$ cat config.mk
export PLATFORM = sky130hd
export DESIGN_NAME = joystick_servo_conditioner_unit
export DESIGN_NICKNAME = d
export VERILOG_FILES = /design/src/hw/rtl/jsc_pkg.sv /design/src/hw/rtl/joystick_servo_conditioner_unit.sv
export VERILOG_INCLUDE_DIRS = /design/src /design/src/hw/rtl
export SDC_FILE = /design/constraint.sdc
export NUM_CORES = 1
export LEC_CHECK = 0
export ABC_AREA = 1
export BUFFER_PORTS_ARGS = -buffer_cell sky130_fd_sc_hd__buf_4
export CAP_MARGIN = 5
export CORE_AREA = 2 2 246 248
export DETAILED_ROUTE_END_ITERATION = 10
export DIE_AREA = 0 0 248 250
export GPL_TIMING_DRIVEN = 0
export SYNTH_ARGS = -nofsm -noshare
export SYNTH_HDL_FRONTEND = slang
export SYNTH_SLANG_ARGS = --single-unit
export TNS_END_PERCENT = 30
$ cat constraint.sdc
create_clock -name clk_i -period 7 [get_ports clk_i]
set_input_delay 1.05 -clock clk_i [delete_from_list [all_inputs] [get_ports clk_i]]
set_output_delay 1.05 -clock clk_i [all_outputs]
set_load 0.01 [all_outputs]
$ cat src/hw/rtl/joystick_servo_conditioner_unit_assert.svh
// ----------------------------------------------------------------------------
// joystick servo conditioner assertion macros
// Concurrent assertion wrappers; empty when synthesizing.
// ----------------------------------------------------------------------------
`ifndef JOYSTICK_SERVO_CONDITIONER_UNIT_ASSERT_SVH
`define JOYSTICK_SERVO_CONDITIONER_UNIT_ASSERT_SVH

`ifndef SYNTHESIS
// assertion on an explicit clock and active-low reset
`define JSC_ASSERT_CLK(lbl, clk, rst_n, prop, msg) \
  lbl: assert property (@(posedge clk) disable iff (!rst_n) prop) else $error(msg);
// assertion on the block clock and reset
`define JSC_ASSERT(lbl, prop, msg) `JSC_ASSERT_CLK(lbl, clk_i, rst_ni, prop, msg)
`else
`define JSC_ASSERT_CLK(lbl, clk, rst_n, prop, msg)
`define JSC_ASSERT(lbl, prop, msg)
`endif

`endif

$ cat src/hw/rtl/jsc_pkg.sv
// ----------------------------------------------------------------------------
// jsc_pkg
// Types and constants of the joystick servo conditioner.
// ----------------------------------------------------------------------------
package jsc_pkg;

  // channel and sample geometry
  localparam int CHANNELS    = 3;
  localparam int SAMPLE_BITS = 12;
  localparam int FRAC_BITS   = 8;
  localparam int WEIGHT_BITS = 8;
  localparam int POS_BITS    = SAMPLE_BITS + FRAC_BITS;
  localparam int FULL_SCALE  = (1 << SAMPLE_BITS) - 1;
  localparam int CENTRE      = 1 << (SAMPLE_BITS - 1);

  // frame layout
  localparam logic [7:0] FRAME_START = 8'hAA;
  localparam int FRAME_LEN = 2 * CHANNELS + 2;

  // register map
  localparam int NUM_REGS      = 2 * CHANNELS + 2;
  localparam int REG_IDX_BITS  = $clog2(NUM_REGS);
  localparam int REG_DEADZONE  = 2 * CHANNELS;
  localparam int REG_WEIGHT    = 2 * CHANNELS + 1;
  localparam int CFG_DATA_BITS = SAMPLE_BITS;

  typedef logic [SAMPLE_BITS-1:0] sample_t;

  // calibration reset values, by channel
  localparam sample_t LOW_RESET_TBL [8] = '{
    12'd100, 12'd100, 12'd200, 12'd0, 12'd0, 12'd0, 12'd0, 12'd0
  };
  localparam sample_t HIGH_RESET_TBL [8] = '{
    12'd4000, 12'd4000, 12'd3800, 12'd4095, 12'd4095, 12'd4095, 12'd4095, 12'd4095
  };
  localparam sample_t DEADZONE_RESET = 12'd30;
  localparam logic [WEIGHT_BITS-1:0] WEIGHT_RESET = 8'd100;

  // input transaction
  typedef struct packed {
    sample_t sample_base;
    sample_t sample_shoulder;
    sample_t sample_elbow;
  } in_t;

  // output transaction
  typedef struct packed {
    logic [7:0] frame_byte;
    logic       frame_end;
  } out_t;

endpackage

$ cat src/hw/rtl/joystick_servo_conditioner_unit.sv
// ----------------------------------------------------------------------------
// joystick_servo_conditioner_unit
// Remaps, deadzones and low-pass filters three joystick samples and sends the
// positions as an eight-byte servo frame.
// ----------------------------------------------------------------------------
//  channel | direction | handshake            | payload
//  in      | input     | in_valid / in_ready  | three raw samples (in_t)
//  out     | output    | out_valid / out_ready| one frame byte and end flag (out_t)
//  cfg     | input     | cfg_we               | register index and write data
//
// Each channel runs through the prep, snap, multiply and filter states, with a
// bit-serial divider (1 quotient bit a cycle) between prep and snap for each
// channel whose sample lies strictly inside its calibrated span; the frame is
// then loaded and the block returns to idle to accept the next input transaction.
// The filter multiply runs 1 weight bit a cycle, msb first. The frame drains over 8 output
// transactions, overlapped with the next input transaction; a full frame
// register stalls the load.
// Reset restores the calibration registers and centres the filter state.
// ----------------------------------------------------------------------------
`include "joystick_servo_conditioner_unit_assert.svh"

module joystick_servo_conditioner_unit (
  input  logic                                clk_i,
  input  logic                                rst_ni,
  input  logic                                in_valid_i,
  output logic                                in_ready_o,
  input  jsc_pkg::in_t                        in_data_i,
  output logic                                out_valid_o,
  input  logic                                out_ready_i,
  output jsc_pkg::out_t                       out_data_o,
  input  logic                                cfg_we_i,
  input  logic [jsc_pkg::REG_IDX_BITS-1:0]    cfg_idx_i,
  input  logic [jsc_pkg::CFG_DATA_BITS-1:0]   cfg_wdata_i
);

  localparam int CH      = jsc_pkg::CHANNELS;
  localparam int SB      = jsc_pkg::SAMPLE_BITS;
  localparam int FB      = jsc_pkg::FRAC_BITS;
  localparam int WB      = jsc_pkg::WEIGHT_BITS;
  localparam int PB      = jsc_pkg::POS_BITS;
  localparam int AB      = PB + WB + 1;
  localparam int FL      = jsc_pkg::FRAME_LEN;
  localparam int CH_BITS = (CH > 1) ? $clog2(CH) : 1;
  localparam int CNT_BITS = $clog2(SB + 1);
  localparam int WIDX_BITS = $clog2(WB);
  localparam int FCNT_BITS = $clog2(FL + 1);

  // sequencer states
  localparam logic [2:0] ST_IDLE = 3'd0;
  localparam logic [2:0] ST_PREP = 3'd1;
  localparam logic [2:0] ST_DIV  = 3'd2;
  localparam logic [2:0] ST_SNAP = 3'd3;
  localparam logic [2:0] ST_MUL  = 3'd4;
  localparam logic [2:0] ST_FILT = 3'd5;
  localparam logic [2:0] ST_DONE = 3'd6;

  logic [2:0]           state_q, state_d;
  logic [CH_BITS-1:0]   ch_q, ch_d;
  logic [CNT_BITS-1:0]  cnt_q, cnt_d;
  logic [FCNT_BITS-1:0] frm_cnt_q, frm_cnt_d;

  jsc_pkg::sample_t     cal_low_q [CH];
  jsc_pkg::sample_t     cal_high_q [CH];
  jsc_pkg::sample_t     dz_q;
  logic [WB-1:0]        w_q;
  logic [PB-1:0]        prev_q [CH];

  jsc_pkg::sample_t     samp_q [CH];
  jsc_pkg::sample_t     rem_q, rem_d;
  jsc_pkg::sample_t     quo_q, quo_d;
  jsc_pkg::sample_t     div_q, div_d;
  jsc_pkg::sample_t     x_q, x_d;
  logic signed [PB:0]   dif_q, dif_d;
  logic signed [AB-1:0] acc_q, acc_d;
  logic [7:0]           frame_q [FL];
  logic [7:0]           frame_ld [FL];

  jsc_pkg::sample_t     raw, lo, hi, span;
  logic [2*SB-1:0]      num;
  logic [SB:0]          trial;
  logic                 ge;
  logic signed [SB:0]   off;
  logic [SB:0]          mag;
  logic [WIDX_BITS-1:0] wbit;
  logic signed [AB-1:0] acc_sh;
  logic signed [PB:0]   filt_next;
  logic                 in_acc, out_acc, load;
  logic                 start_byte;

  assign in_ready_o  = (state_q == ST_IDLE);
  assign in_acc      = in_valid_i && in_ready_o;
  assign out_valid_o = (frm_cnt_q != '0);
  assign out_acc     = out_valid_o && out_ready_i;
  assign load        = (state_q == ST_DONE) && (frm_cnt_q == '0);

  assign out_data_o.frame_byte = frame_q[0];
  assign out_data_o.frame_end  = (frm_cnt_q == FCNT_BITS'(1));
  assign start_byte            = (frame_q[0] == jsc_pkg::FRAME_START);

  // operand selection for the active channel
  assign raw  = samp_q[ch_q];
  assign lo   = cal_low_q[ch_q];
  assign hi   = cal_high_q[ch_q];
  assign span = raw - lo;
  // span * full scale as a shift and subtract
  assign num  = {span, {SB{1'b0}}} - {{SB{1'b0}}, span};

  // one restoring division step
  assign trial = {rem_q, quo_q[SB-1]};
  assign ge    = (trial >= {1'b0, div_q});

  // deadzone distance from centre
  assign off = $signed({1'b0, quo_q}) - $signed((SB+1)'(jsc_pkg::CENTRE));
  assign mag = off[SB] ? (SB+1)'(-off) : (SB+1)'(off);

  // weight bit for this multiply step, msb first
  assign wbit = WIDX_BITS'(WB - 1) - cnt_q[WIDX_BITS-1:0];

  // filter output: x + (w * (prev - x)) / 256, floored
  assign acc_sh    = acc_q >>> FB;
  assign filt_next = $signed({1'b0, x_q, {FB{1'b0}}}) + $signed(acc_sh[PB:0]);

  // sequencer
  always_comb begin
    state_d = state_q;
    ch_d    = ch_q;
    cnt_d   = cnt_q;
    rem_d   = rem_q;
    quo_d   = quo_q;
    div_d   = div_q;
    x_d     = x_q;
    dif_d   = dif_q;
    acc_d   = acc_q;
    unique case (state_q)
      ST_IDLE: begin
        if (in_acc) begin
          ch_d    = '0;
          state_d = ST_PREP;
        end
      end
      ST_PREP: begin
        priority if (raw <= lo) begin
          quo_d   = '0;
          state_d = ST_SNAP;
        end else if (raw >= hi) begin
          quo_d   = SB'(jsc_pkg::FULL_SCALE);
          state_d = ST_SNAP;
        end else begin
          rem_d   = num[2*SB-1:SB];
          quo_d   = num[SB-1:0];
          div_d   = hi - lo;
          cnt_d   = '0;
          state_d = ST_DIV;
        end
      end
      ST_DIV: begin
        rem_d = ge ? SB'(trial - {1'b0, div_q}) : trial[SB-1:0];
        quo_d = {quo_q[SB-2:0], ge};
        cnt_d = cnt_q + 1'b1;
        if (cnt_q == CNT_BITS'(SB - 1)) begin
          state_d = ST_SNAP;
        end
      end
      ST_SNAP: begin
        x_d     = (mag < {1'b0, dz_q}) ? SB'(jsc_pkg::CENTRE) : quo_q;
        dif_d   = $signed({1'b0, prev_q[ch_q]}) - $signed({1'b0, x_d, {FB{1'b0}}});
        acc_d   = '0;
        cnt_d   = '0;
        state_d = ST_MUL;
      end
      ST_MUL: begin
        acc_d = (acc_q <<< 1) + (w_q[wbit] ? {{WB{dif_q[PB]}}, dif_q} : AB'(0));
        cnt_d = cnt_q + 1'b1;
        if (cnt_q == CNT_BITS'(WB - 1)) begin
          state_d = ST_FILT;
        end
      end
      ST_FILT: begin
        if (ch_q == CH_BITS'(CH - 1)) begin
          state_d = ST_DONE;
        end else begin
          ch_d    = ch_q + 1'b1;
          state_d = ST_PREP;
        end
      end
      ST_DONE: begin
        if (load) begin
          state_d = ST_IDLE;
        end
      end
      default: begin
        state_d = ST_IDLE;
      end
    endcase
  end

  // frame assembly with xor checksum
  always_comb begin
    logic [7:0]    chk;
    jsc_pkg::sample_t pos;
    chk         = '0;
    frame_ld[0] = jsc_pkg::FRAME_START;
    for (int c = 0; c < CH; c++) begin
      pos             = prev_q[c][PB-1:FB];
      frame_ld[1+2*c] = {4'b0000, pos[SB-1:8]};
      frame_ld[2+2*c] = pos[7:0];
      chk             = chk ^ frame_ld[1+2*c] ^ frame_ld[2+2*c];
    end
    frame_ld[FL-1] = chk;
  end

  // frame byte count
  always_comb begin
    frm_cnt_d = frm_cnt_q;
    priority if (load) begin
      frm_cnt_d = FCNT_BITS'(FL);
    end else if (out_acc) begin
      frm_cnt_d = frm_cnt_q - 1'b1;
    end
  end

  // control state, configuration and filter state
  always_ff @(posedge clk_i or negedge rst_ni) begin
    if (!rst_ni) begin
      state_q   <= ST_IDLE;
      ch_q      <= '0;
      cnt_q     <= '0;
      frm_cnt_q <= '0;
      dz_q      <= jsc_pkg::DEADZONE_RESET;
      w_q       <= jsc_pkg::WEIGHT_RESET;
      for (int c = 0; c < CH; c++) begin
        cal_low_q[c]  <= jsc_pkg::LOW_RESET_TBL[3'(c)];
        cal_high_q[c] <= jsc_pkg::HIGH_RESET_TBL[3'(c)];
        prev_q[c]     <= PB'(jsc_pkg::CENTRE) << FB;
      end
    end else begin
      state_q   <= state_d;
      ch_q      <= ch_d;
      cnt_q     <= cnt_d;
      frm_cnt_q <= frm_cnt_d;
      if (state_q == ST_FILT) begin
        prev_q[ch_q] <= filt_next[PB-1:0];
      end
      if (cfg_we_i) begin
        priority if (cfg_idx_i < jsc_pkg::REG_IDX_BITS'(jsc_pkg::REG_DEADZONE)) begin
          if (cfg_idx_i[0]) begin
            cal_high_q[CH_BITS'(cfg_idx_i >> 1)] <= cfg_wdata_i[SB-1:0];
          end else begin
            cal_low_q[CH_BITS'(cfg_idx_i >> 1)] <= cfg_wdata_i[SB-1:0];
          end
        end else if (cfg_idx_i == jsc_pkg::REG_IDX_BITS'(jsc_pkg::REG_DEADZONE)) begin
          dz_q <= cfg_wdata_i[SB-1:0];
        end else if (cfg_idx_i == jsc_pkg::REG_IDX_BITS'(jsc_pkg::REG_WEIGHT)) begin
          w_q <= cfg_wdata_i[WB-1:0];
        end
      end
    end
  end

  // datapath registers
  always_ff @(posedge clk_i) begin
    rem_q <= rem_d;
    quo_q <= quo_d;
    div_q <= div_d;
    x_q   <= x_d;
    dif_q <= dif_d;
    acc_q <= acc_d;
    if (in_acc) begin
      samp_q[0] <= in_data_i.sample_base;
      samp_q[1] <= in_data_i.sample_shoulder;
      samp_q[2] <= in_data_i.sample_elbow;
    end
    // frame shift register, byte 0 on the output
    if (load) begin
      frame_q <= frame_ld;
    end else if (out_acc) begin
      for (int k = 0; k < FL - 1; k++) begin
        frame_q[k] <= frame_q[k+1];
      end
    end
  end

  // checks
  `JSC_ASSERT(a_rem_below_div, state_q == ST_DIV |-> rem_q < div_q, "remainder not below divisor")
  `JSC_ASSERT(a_filt_nonneg, state_q == ST_FILT |-> !filt_next[PB], "filter result negative")
  `JSC_ASSERT(a_frame_load, load |=> out_valid_o && in_ready_o, "frame not loaded")
  `JSC_ASSERT(a_frame_start, $rose(out_valid_o) |-> start_byte, "frame missing start byte")

endmodule

==> metrics.md, run 1 <==
| Metric | Value |
|---|---|
| Detailed-route via count | 17000 |
| Final setup violation count | 0 |
| Crit Path Category | flip-flop to flip-flop |
| Share of cells above drive strength 1 | 10.0% |
| Outcome | finished clean |
| RSZ-0062 raised after global routing | false |
| Setup crit start kind | flip-flop |
| I/O pin cnt | 67 |
| Synth unique cells | 56 |
| Slew Limit Fails | 0 |
| Synthesized area | roughly 0.02 mm^2 |
| Die Span Y | 250 um |
| Die area | just over 0.06 mm^2 |
| Max H-tree Level | 2 |
| Largest net degree at the start of global routing | about 110 |
| GRT Total Usage | between 10% and 20% |
| Mapped Cells | ~2400 |
| Post-synth EDFFs | ~180 |
| Clk buf depth | 3 |
| Crit path DAT | 5.68 ns |
| Initial Util | roughly 35% |
| DIE WIDTH | between 200 and 250 um |
| Worst Path Max Fanout | 12 |
| Compound-cell area share of the yosys netlist | roughly 16% |
| Post-synth ARST share | about 46% |
| #FFs+latches synth | about 360 |
| # resized after CTS | 0 |
| CTS sink cnt | about 360 |
| Worst path max stage delay | around 0.73 ns |
| First DRT Iteration DRCs | between 1000 and 1500 |
| Synth Area per Inst | about 8.5 um^2 |
| Sequential share of the synthesized area | between 40% and 50% |
| # port buffers | 66 |
| Core Area | 0.0596 mm^2 |
| Clk_skew | about 0.015 ns |
| Xor and xnor area share after synthesis | approximately 3.1% |
| GRT Residual Overflow | 0 |
| Worst endpoint required time | 7.20 ns |
| Largest family of logic cells by synthesized area | simple AND/OR/NAND/NOR gates |
| Cell Chain, Critical Path | clkbuf_1, clkbuf_1, clkbuf_1, a21oi_1, a21oi_1, ha_1, a21o_1, nor2_1, a21boi_0, nand3_1, inv_1, nand3_1, nor2_1 |
| CTS Hold Bufs | 0 |
| Multi-input gate area | approximately 0.0092 mm^2 |
| Hpwl dp | around 45000 um |
| WHS | between 0.4 and 0.5 ns |
| Fin crit period | approximately 5.5 ns |
| Max Clock Freq | 183 MHz |
| Post-route DRC | 0 |
| CTS tree | yes |
| Post-Syn Nets | 2590 |
| Final non-filler cell area | about 0.024 mm^2 |
| HP Class | input pin to async pin |
| Root Driver | clkbuf_16 |
| Layout area overhead | 14.7% |
| Worst Setup End Kind | flip-flop |
| MaxCap Viol Count | 0 |
| Final net count | about 2700 |
| Worst Slack Setup Final | roughly 1.5 ns |
| Vias per cell | roughly 5.1 |
| Hold Vio Cnt, Final | 0 |
| Commonest non-fill, non-tap cell in the layout | nand2_1 |
| Clock Latency Late Sink | between 0.5 and 0.6 ns |
| Pre-CTS setup slack | between 1.5 and 2 ns |
| Rel. slew slack | between 30% and 40% |
| Routability Congestion | ~0.91 |
| Least-Margin Pin Slew | around 0.96 ns |
| Register Area | ~0.0099 mm^2 |
| Clock transition at path regs | approximately 0.060 ns |
| Setup repair bufs after CTS | 0 |
| Adder-cell share of the synthesized area | about 7.6% |
| TritonCTS buffer count | 42 |
| WL/cell | 17.5 um |
| Proportion of synthesized area in mux cells | 0% |
| YS warnings | 0 |
| Routed Antenna Nets | 0 |
| Post-DP Area | between 0.02 and 0.025 mm^2 |
| First-pass GRT wire length | around 92000 um |
| Antenna violations before repair | 0 |
| Simple-Gate Fraction of Synth Area | about 18% |
| Routed WL | 58500 um |
| Main synth FF type | edfxtp_1 |
| Worst path slowest cell | nor2_1 |
| Period utilization | approximately four fifths |
| Number of global-route vias before repair | around 16000 |
| Antenna diodes | 0 |
| First-pass DRT Iterations | 5 |
| Commonest cells after routing, fill and taps aside | nand2_1, o21ai_0, inv_1 |
| Most used cell, CP | clkbuf_1 |
| Row cnt | 90 |
| Fillers | roughly 6000 |
[per-stage QoR]
| stage | cells | TNS [ns] | utilization, % |
|---|---|---|---|
| after detailed placement | 3271 | 0 | 37.2 |
| after floorplan | 2413 | 0 | - |
| after global placement | 3261 | -5.65 | 37.0 |
| after global routing | 3349 | 0 | 39.6 |
| final | 3349 | 0 | 39.6 |
| after CTS | 3349 | 0 | 39.6 |
[final timing paths]
path	from	slack [ns]	depth (start not counted)	endpoint
worst min-delay path	rst_ni	0.40	1	frm_cnt_q[0]
min in group clk_i	frame_q[31]	0.45	2	frame_q[39]
worst max register to register	ch_q[0]	1.52	13	div_q[6]
max in group asynchronous	rst_ni	5.67	2	cal_high_q[3]
worst max-delay path	ch_q[0]	1.52	13	div_q[6]
worst min register to register	frame_q[31]	0.45	2	frame_q[39]
[cell usage after synthesis, types with 38 or more instances]
cell type / count / area share [%]
nand2_1: 515 / 9.4
o21ai_0: 320 / 7.8
inv_1: 302 / 5.5
edfxtp_1: 177 / 26
a21oi_1: 171 / 4.2
nor2_1: 163 / 3.0
dfrtp_1: 127 / 15
ha_1: 115 / 7.0
nand3_1: 83 / 2.0
clkbuf_1: 60 / 1.1
xor2_1: 39 / 1.7
dfstp_2: 38 / 4.9
[state kept, by name (all words and copies together), names as in the netlist, 8 cells and up]
| signal | flops |
|---|---|
| frame_q | 56 |
| cal_high_q | 36 |
| cal_low_q | 36 |
| frame_ld | 36 |
| samp_q | 36 |
| acc_q | 28 |
| prev_q | 24 |
| dif_q | 21 |
| div_q | 12 |
| dz_q | 12 |
| quo_q | 12 |
| rem_q | 12 |
| x_q | 12 |
| out_data_o | 8 |
| w_q | 8 |
[critical path, delay by kind of cell (launching register included)]
family,cells,cell delay (ns)
compound gates,4,1.06
fa+ha+maj,1,0.33
simple gates,4,1.46
buf+inv,4,1.77
flops,1,0.45
[logic make-up (layout without fill, tap and decap cells)]
| family | count (synthesis) | after routing |
|---|---|---|
| AND/OR/NAND/NOR | 871 | 871 |
| AO/OA/AOI/OAI | 597 | 597 |
| buffers and inverters | 389 | 543 |
| flip-flops | 362 | 362 |
| adder cells (fa/ha/maj) | 121 | 121 |
| XOR/XNOR | 73 | 73 |
[final cells by class]
class | count | share of cell area, %
Buffer | 77 | 1.40
Tap cell | 782 | 4.15
Timing Repair Buffer | 76 | 2.67
Sequential cell | 362 | 42.0
Clock buffer | 58 | 5.00
Clock inverter | 20 | 0.913
Inverter | 312 | 4.97
Multi-Input combinational cell | 1662 | 38.9
[per-layer routing]
metal / wire [um] / vias up / GRT usage, % / part of all wire, %
met5: 0 / - / 0 / 0
met4: 1860 / 0 / 6.79 / 3.2
met3: 3600 / 90 / 3.37 / 6.2
met2: 26800 / 509 / 29.9 / 46
met1: 26200 / 8081 / 25.8 / 45
li1: - / 8364 / - / -
Power of run 1 is left out: the tool's default activity adds up to more than one toggle a clock period on the data nets, which glitch-free logic cannot reach.
==> inputs of run 2 (changes only) <==
==> constraint.sdc (replaced) <==
create_clock -name clk_i -period 5.1 [get_ports clk_i]
set_input_delay 0.765 -clock clk_i [delete_from_list [all_inputs] [get_ports clk_i]]
set_output_delay 0.765 -clock clk_i [all_outputs]
set_load 0.01 [all_outputs]
==> run 2 against run 1 <==
Against the previous run:
- critical path depth is 11 higher
- die area stayed put
- routed wire length is 0.43% higher
- utilization stayed put
- final cell count is 0.12% lower
- via count is 1.2% higher
- largest cell class unchanged
==> metrics.md, run 2 (synthesis results as in run 1) <==
| Metric | Value |
|---|---|
| Max H-tree Level | 2 (unchanged) |
| Clock Latency Late Sink | 0.58 ns (about the same) |
| Root Driver | clkbuf_16 (unchanged) |
| Die Span Y | 250 um (unchanged) |
| Final setup violation count | 0 (unchanged) |
| Worst Path Max Fanout | 11 (was 12) |
| Number of flip-flops in the largest register | 56 (unchanged) |
| Initial Util | 34.5% (unchanged) |
| Outcome | finished clean (unchanged) |
| Cell Chain, Critical Path | inv_1, ha_1, nand3_1, nor3_1, inv_1, nor3_1, nor2_1, xor2_1, ha_1, a21oi_1, o31ai_1, a221oi_1, nand2_1, inv_4, nor2_1, ha_1, fa_1, nand3b_1, and2_1, inv_1, a21oi_1, o21ai_2, a21o_1, a21oi_1 (was clkbuf_1, clkbuf_1, clkbuf_1, a21oi_1, a21oi_1, ha_1, a21o_1, nor2_1, a21boi_0, nand3_1, inv_1, nand3_1, nor2_1) |
| Antenna diodes | 0 (unchanged) |
| Setup crit start kind | flip-flop (unchanged) |
| Layout area overhead | 14.7% (unchanged) |
| MaxCap Viol Count | 0 (unchanged) |
| Commonest cells after routing, fill and taps aside | nand2_1, o21ai_0, inv_1 (unchanged) |
| HP Class | input pin to async pin (unchanged) |
| CTS tree | yes (unchanged) |
| Clk buf depth | 3 (unchanged) |
| # port buffers | 66 (unchanged) |
| Worst path max stage delay | 0.41 ns (was 0.73 ns) |
| Hpwl dp | 45000 um (was 45100 um) |
| Crit path DAT | 5.06 ns (was 5.68 ns) |
| Routed WL | 58700 um (was 58500 um) |
| Crit Path Category | flip-flop to flip-flop (unchanged) |
| Worst endpoint required time | 5.41 ns (was 7.20 ns) |
| Detailed-route via count | 17200 (was 17000) |
| Period utilization | 93.2% (was 78.2%) |
| Share of cells above drive strength 1 | 10.5% (was 10.0%) |
| GRT Total Usage | 19.0% (was 18.9%) |
| Final net count | 2708 (was 2710) |
| Register Area | 0.00989 mm^2 (unchanged) |
| Die area | 0.0620 mm^2 (unchanged) |
| Worst Setup End Kind | flip-flop (unchanged) |
| Commonest non-fill, non-tap cell in the layout | nand2_1 (unchanged) |
| CTS sink cnt | 362 (unchanged) |
| Routed Antenna Nets | 0 (unchanged) |
| Slew Limit Fails | 0 (unchanged) |
| Setup Total Neg Slack | 0 ns (unchanged) |
| GRT Residual Overflow | 0 (unchanged) |
| Hold Vio Cnt, Final | 0 (unchanged) |
| Post-route DRC | 0 (unchanged) |
| First-pass GRT wire length | 92100 um (was 91700 um) |
| Multi-input gate area | 0.00920 mm^2 (was 0.00918 mm^2) |
| TritonCTS buffer count | 41 (was 42) |
| Clock transition at path regs | 0.06 ns (about the same) |
| RSZ-0062 raised after global routing | false (unchanged) |
| Top reg by flops | frame_q (unchanged) |
| I/O pin cnt | 67 (unchanged) |
| Worst Slack Setup Final | 0.348 ns (was 1.52 ns) |
| Vias per cell | 5.16 (was 5.09) |
| Max Clock Freq | 210 MHz (was 183 MHz) |
| Fillers | 5960 (was 6004) |
| Fin crit period | 4.75 ns (was 5.48 ns) |
| Pre-CTS setup slack | -0.272 ns (was 1.54 ns) |
| Antenna violations before repair | 0 (unchanged) |
| Row cnt | 90 (unchanged) |
| First DRT Iteration DRCs | 1441 (was 1405) |
| Worst path slowest cell | edfxtp_1 (was nor2_1) |
| First-pass DRT Iterations | 6 (was 5) |
| Core Area | 0.0596 mm^2 (unchanged) |
| Largest net degree at the start of global routing | 123 (was 105) |
| Clk_skew | 0.0293 ns (was 0.0151 ns) |
| Rel. slew slack | 37.7% (was 36.3%) |
| DIE WIDTH | 248 um (unchanged) |
| Least-Margin Pin Slew | 0.934 ns (was 0.956 ns) |
| Number of global-route vias before repair | 16500 (about the same) |
| CTS Hold Bufs | 0 (unchanged) |
| Routability Congestion | 0.920 (was 0.910) |
| WL/cell | 17.6 um (was 17.5 um) |
-- run 2: routing by layer --
layer	up-vias	routed length, um	GRT usage [%]
met5	-	0	0
met4	0	1210	4.86
met3	69	3300	2.36
met2	523	27600	31.3
met1	8300	26600	26.2
li1	8357	-	-
-- run 2: metrics by stage --
step | utilization (%) | instances | hold slack [ns] | area, um^2
final | 39.6 | 3345 | 0.0821 | 23600
after CTS | 39.5 | 3345 | 0.0758 | 23500
after floorplan | - | 2413 | 0.422 | 20600
after detailed placement | 37.3 | 3270 | 0.440 | 22200
after global placement | 37.0 | 3261 | 0.428 | 22000
after global routing | 39.6 | 3345 | 0.0962 | 23600
-- run 2: final timing paths --
check	start	end	slack, ns	cells after the start
max	quo_q[0]	dif_q[20]	0.35	24
min	rst_ni	cal_high_q[16]	0.08	1
max reg2reg	quo_q[0]	dif_q[20]	0.35	24
min reg2reg	frame_q[44]	frame_q[52]	0.44	2
max in group asynchronous	rst_ni	frm_cnt_q[3]	4.03	2
min in group clk_i	in_data_i[27]	samp_q[0][3]	0.36	1
-- run 2: final cells by class --
| class | instances | area share [%] |
|---|---|---|
| Tap cell | 782 | 4.15 |
| Timing Repair Buffer | 76 | 2.73 |
| Sequential cell | 362 | 42.0 |
| Clock inverter | 13 | 0.462 |
| Buffer | 76 | 1.43 |
| Inverter | 312 | 4.98 |
| Clock buffer | 62 | 5.26 |
| Multi-Input combinational cell | 1662 | 39.0 |
-- run 2: what timing repair did --
item                       CTS  global route
resized for setup            2            25
buffers inserted             0             1
setup endpoints to repair   19            44
pin swaps                    0             2
-- run 2: critical path: cells and delay by family (launching register included) --
| family | cells | cell delay, ns |
|---|---|---|
| adder cells (fa/ha/maj) | 4 | 1.15 |
| AND/OR/NAND/NOR | 8 | 1.14 |
| AO/OA/AOI/OAI | 7 | 1.01 |
| buffers and inverters | 4 | 0.47 |
| flip-flops | 1 | 0.41 |
| XOR/XNOR | 1 | 0.30 |
Power of run 2 is left out for the same reason.
==> inputs of run 3 (changes only) <==
--- a/config.mk
+++ b/config.mk
@@ -7,7 +7,7 @@
 export NUM_CORES = 1
 export LEC_CHECK = 0
 export ABC_AREA = 1
-export BUFFER_PORTS_ARGS = -buffer_cell sky130_fd_sc_hd__buf_4
+export BUFFER_PORTS_ARGS = -buffer_cell sky130_fd_sc_hd__buf_2
 export CAP_MARGIN = 5
 export CORE_AREA = 2 2 246 248
 export DETAILED_ROUTE_END_ITERATION = 10
==> run 3 against run 2 <==
Against the previous run:
- non-clock buffer count shrank 2
- clock skew increased by 0.0082 ns
- clock-buffer cell count rose by 4
- global-route usage shrank 0.064 points
- via count shrank 0.57%
- worst setup slack got worse by 0.091 ns
- first-iteration DRC count is 6.9% lower
- final cell count hardly changed
- sequential share of layout area grew 0.18 points
- critical path type unchanged
- highest routed layer unchanged
==> metrics.md, run 3 (synthesis results as in run 1) <==
| Metric | Value |
|---|---|
| Clk_skew | 0.0376 ns (was 0.0293 ns) |
| Post-route DRC | 0 (unchanged) |
| Detailed-route via count | 17200 (about the same) |
| Max Clock Freq | 206 MHz (was 210 MHz) |
| Die area | 0.0620 mm^2 (unchanged) |
| Period utilization | 95.0% (was 93.2%) |
| DIE WIDTH | 248 um (unchanged) |
| CTS tree | yes (unchanged) |
| Outcome | finished clean (unchanged) |
| GRT Residual Overflow | 0 (unchanged) |
| Crit path DAT | 5.11 ns (was 5.06 ns) |
| WL/cell | 17.4 um (was 17.6 um) |
| First DRT Iteration DRCs | 1342 (was 1441) |
| Core Area | 0.0596 mm^2 (unchanged) |
| Root Driver | clkbuf_16 (unchanged) |
| First-pass GRT wire length | 91400 um (was 92100 um) |
| Antenna violations before repair | 0 (unchanged) |
| Die Span Y | 250 um (unchanged) |
| # port buffers | 66 (unchanged) |
| Setup crit start kind | flip-flop (unchanged) |
| Final design utilization | 39.4% (was 39.6%) |
| Row cnt | 90 (unchanged) |
| Crit Path Category | flip-flop to flip-flop (unchanged) |
| Initial Util | 34.5% (unchanged) |
| Clk buf depth | 3 (unchanged) |
| Slew Limit Fails | 0 (unchanged) |
| RSZ-0062 raised after global routing | false (unchanged) |
| Worst endpoint required time | 5.37 ns (was 5.41 ns) |
| HP Class | input pin to async pin (unchanged) |
| Largest net degree at the start of global routing | 100 (was 123) |
| Share of cells above drive strength 1 | 10.4% (was 10.5%) |
| Least-Margin Pin Slew | 0.953 ns (was 0.934 ns) |
| Fillers | 5974 (was 5960) |
| Cell Chain, Critical Path | inv_1, nor2_2, clkbuf_1, a32oi_1, ha_1, a21oi_1, o21ai_0, a21boi_0, nand3_1, inv_1, nand3_1, o21ai_2, buf_4 (was inv_1, ha_1, nand3_1, nor3_1, inv_1, nor3_1, nor2_1, xor2_1, ha_1, a21oi_1, o31ai_1, a221oi_1, nand2_1, inv_4, nor2_1, ha_1, fa_1, nand3b_1, and2_1, inv_1, a21oi_1, o21ai_2, a21o_1, a21oi_1) |
| Register Area | 0.00989 mm^2 (unchanged) |
| Hpwl dp | 44600 um (was 45000 um) |
| CTS sink cnt | 362 (unchanged) |
| Routability Congestion | 0.929 (was 0.920) |
| Fin crit period | 4.84 ns (was 4.75 ns) |
| Worst path max stage delay | 0.63 ns (was 0.41 ns) |
| Commonest cells after routing, fill and taps aside | nand2_1, o21ai_0, inv_1 (unchanged) |
| Antenna diodes | 0 (unchanged) |
| Final net count | 2708 (unchanged) |
| Commonest non-fill, non-tap cell in the layout | nand2_1 (unchanged) |
| Clock transition at path regs | 0.06 ns (about the same) |
| Number of global-route vias before repair | 16500 (about the same) |
| MaxCap Viol Count | 0 (unchanged) |
| Final setup violation count | 0 (unchanged) |
| First-pass DRT Iterations | 5 (was 6) |
| CTS Hold Bufs | 0 (unchanged) |
| Routed WL | 58300 um (was 58700 um) |
| Rel. slew slack | 36.5% (was 37.7%) |
| Vias per cell | 5.12 (was 5.16) |
| Max H-tree Level | 2 (unchanged) |
| Top reg by flops | frame_q (unchanged) |
| Clock Latency Late Sink | 0.58 ns (about the same) |
| Multi-input gate area | 0.00920 mm^2 (about the same) |
| Worst Path Max Fanout | 10 (was 11) |
| Routed Antenna Nets | 0 (unchanged) |
| GRT Total Usage | 18.9% (was 19.0%) |
| Hold Vio Cnt, Final | 0 (unchanged) |
| Worst path slowest cell | clkbuf_1 (was edfxtp_1) |
| I/O pin cnt | 67 (unchanged) |
| Worst Setup End Kind | flip-flop (unchanged) |
| Number of flip-flops in the largest register | 56 (unchanged) |
| Layout area overhead | 14.2% (was 14.7%) |
| TritonCTS buffer count | 43 (was 41) |
[run 3: final cells by class]
cell class | count | area share [%]
Multi-Input combinational cell | 1662 | 39.2
Sequential cell | 362 | 42.2
Buffer | 76 | 1.43
Clock inverter | 14 | 0.714
Tap cell | 782 | 4.17
Inverter | 312 | 5.00
Clock buffer | 66 | 5.35
Timing Repair Buffer | 74 | 1.96
[run 3: metrics by stage]
stage          setup TNS [ns]  setup slack [ns]  area (um^2)  hold WS, ns  instances
2_1_floorplan               0             0.813        20600        0.422       2413
3_3_place_gp           -33.51            -0.934        21900        0.426       3261
3_5_place_dp            -3.91            -0.246        22000        0.438       3269
4_1_cts                     0            0.0185        23400        0.133       3349
5_1_grt                     0            0.0109        23500        0.164       3348
6_report                    0             0.257        23500        0.150       3348
[run 3: final timing paths]
kind	start	to	slack, ns	cells after the start
max reg2reg	ch_q[1]	rem_q[10]	0.26	13
min reg2reg	frame_q[14]	frame_q[22]	0.45	2
max	ch_q[1]	rem_q[10]	0.26	13
min in group clk_i	in_data_i[32]	samp_q[0][8]	0.36	1
max in group asynchronous	rst_ni	frm_cnt_q[0]	4.03	2
min	rst_ni	cal_high_q[15]	0.15	1
[run 3: critical path, delay by kind of cell, from the launching register on]
kind	cells	cell delay (ns)
buf+inv	4	1.41
compound gates	5	1.09
simple gates	3	1.02
flops	1	0.58
fa+ha+maj	1	0.42
[run 3: timing repair]
action	in CTS	in global routing
endpoints found under the setup margin	26	38
pin swaps	0	2
resized for setup	4	19
setup buffers	0	0
[run 3: per-layer routing]
metal,vias to the layer above,global-route usage [%],part of all wire [%]
li1,8358,-,-
met1,8188,26.1,46
met2,507,30.4,46
met3,97,2.86,5.5
met4,0,5.73,2.8
met5,-,0,0
Power of run 3 is left out for the same reason.
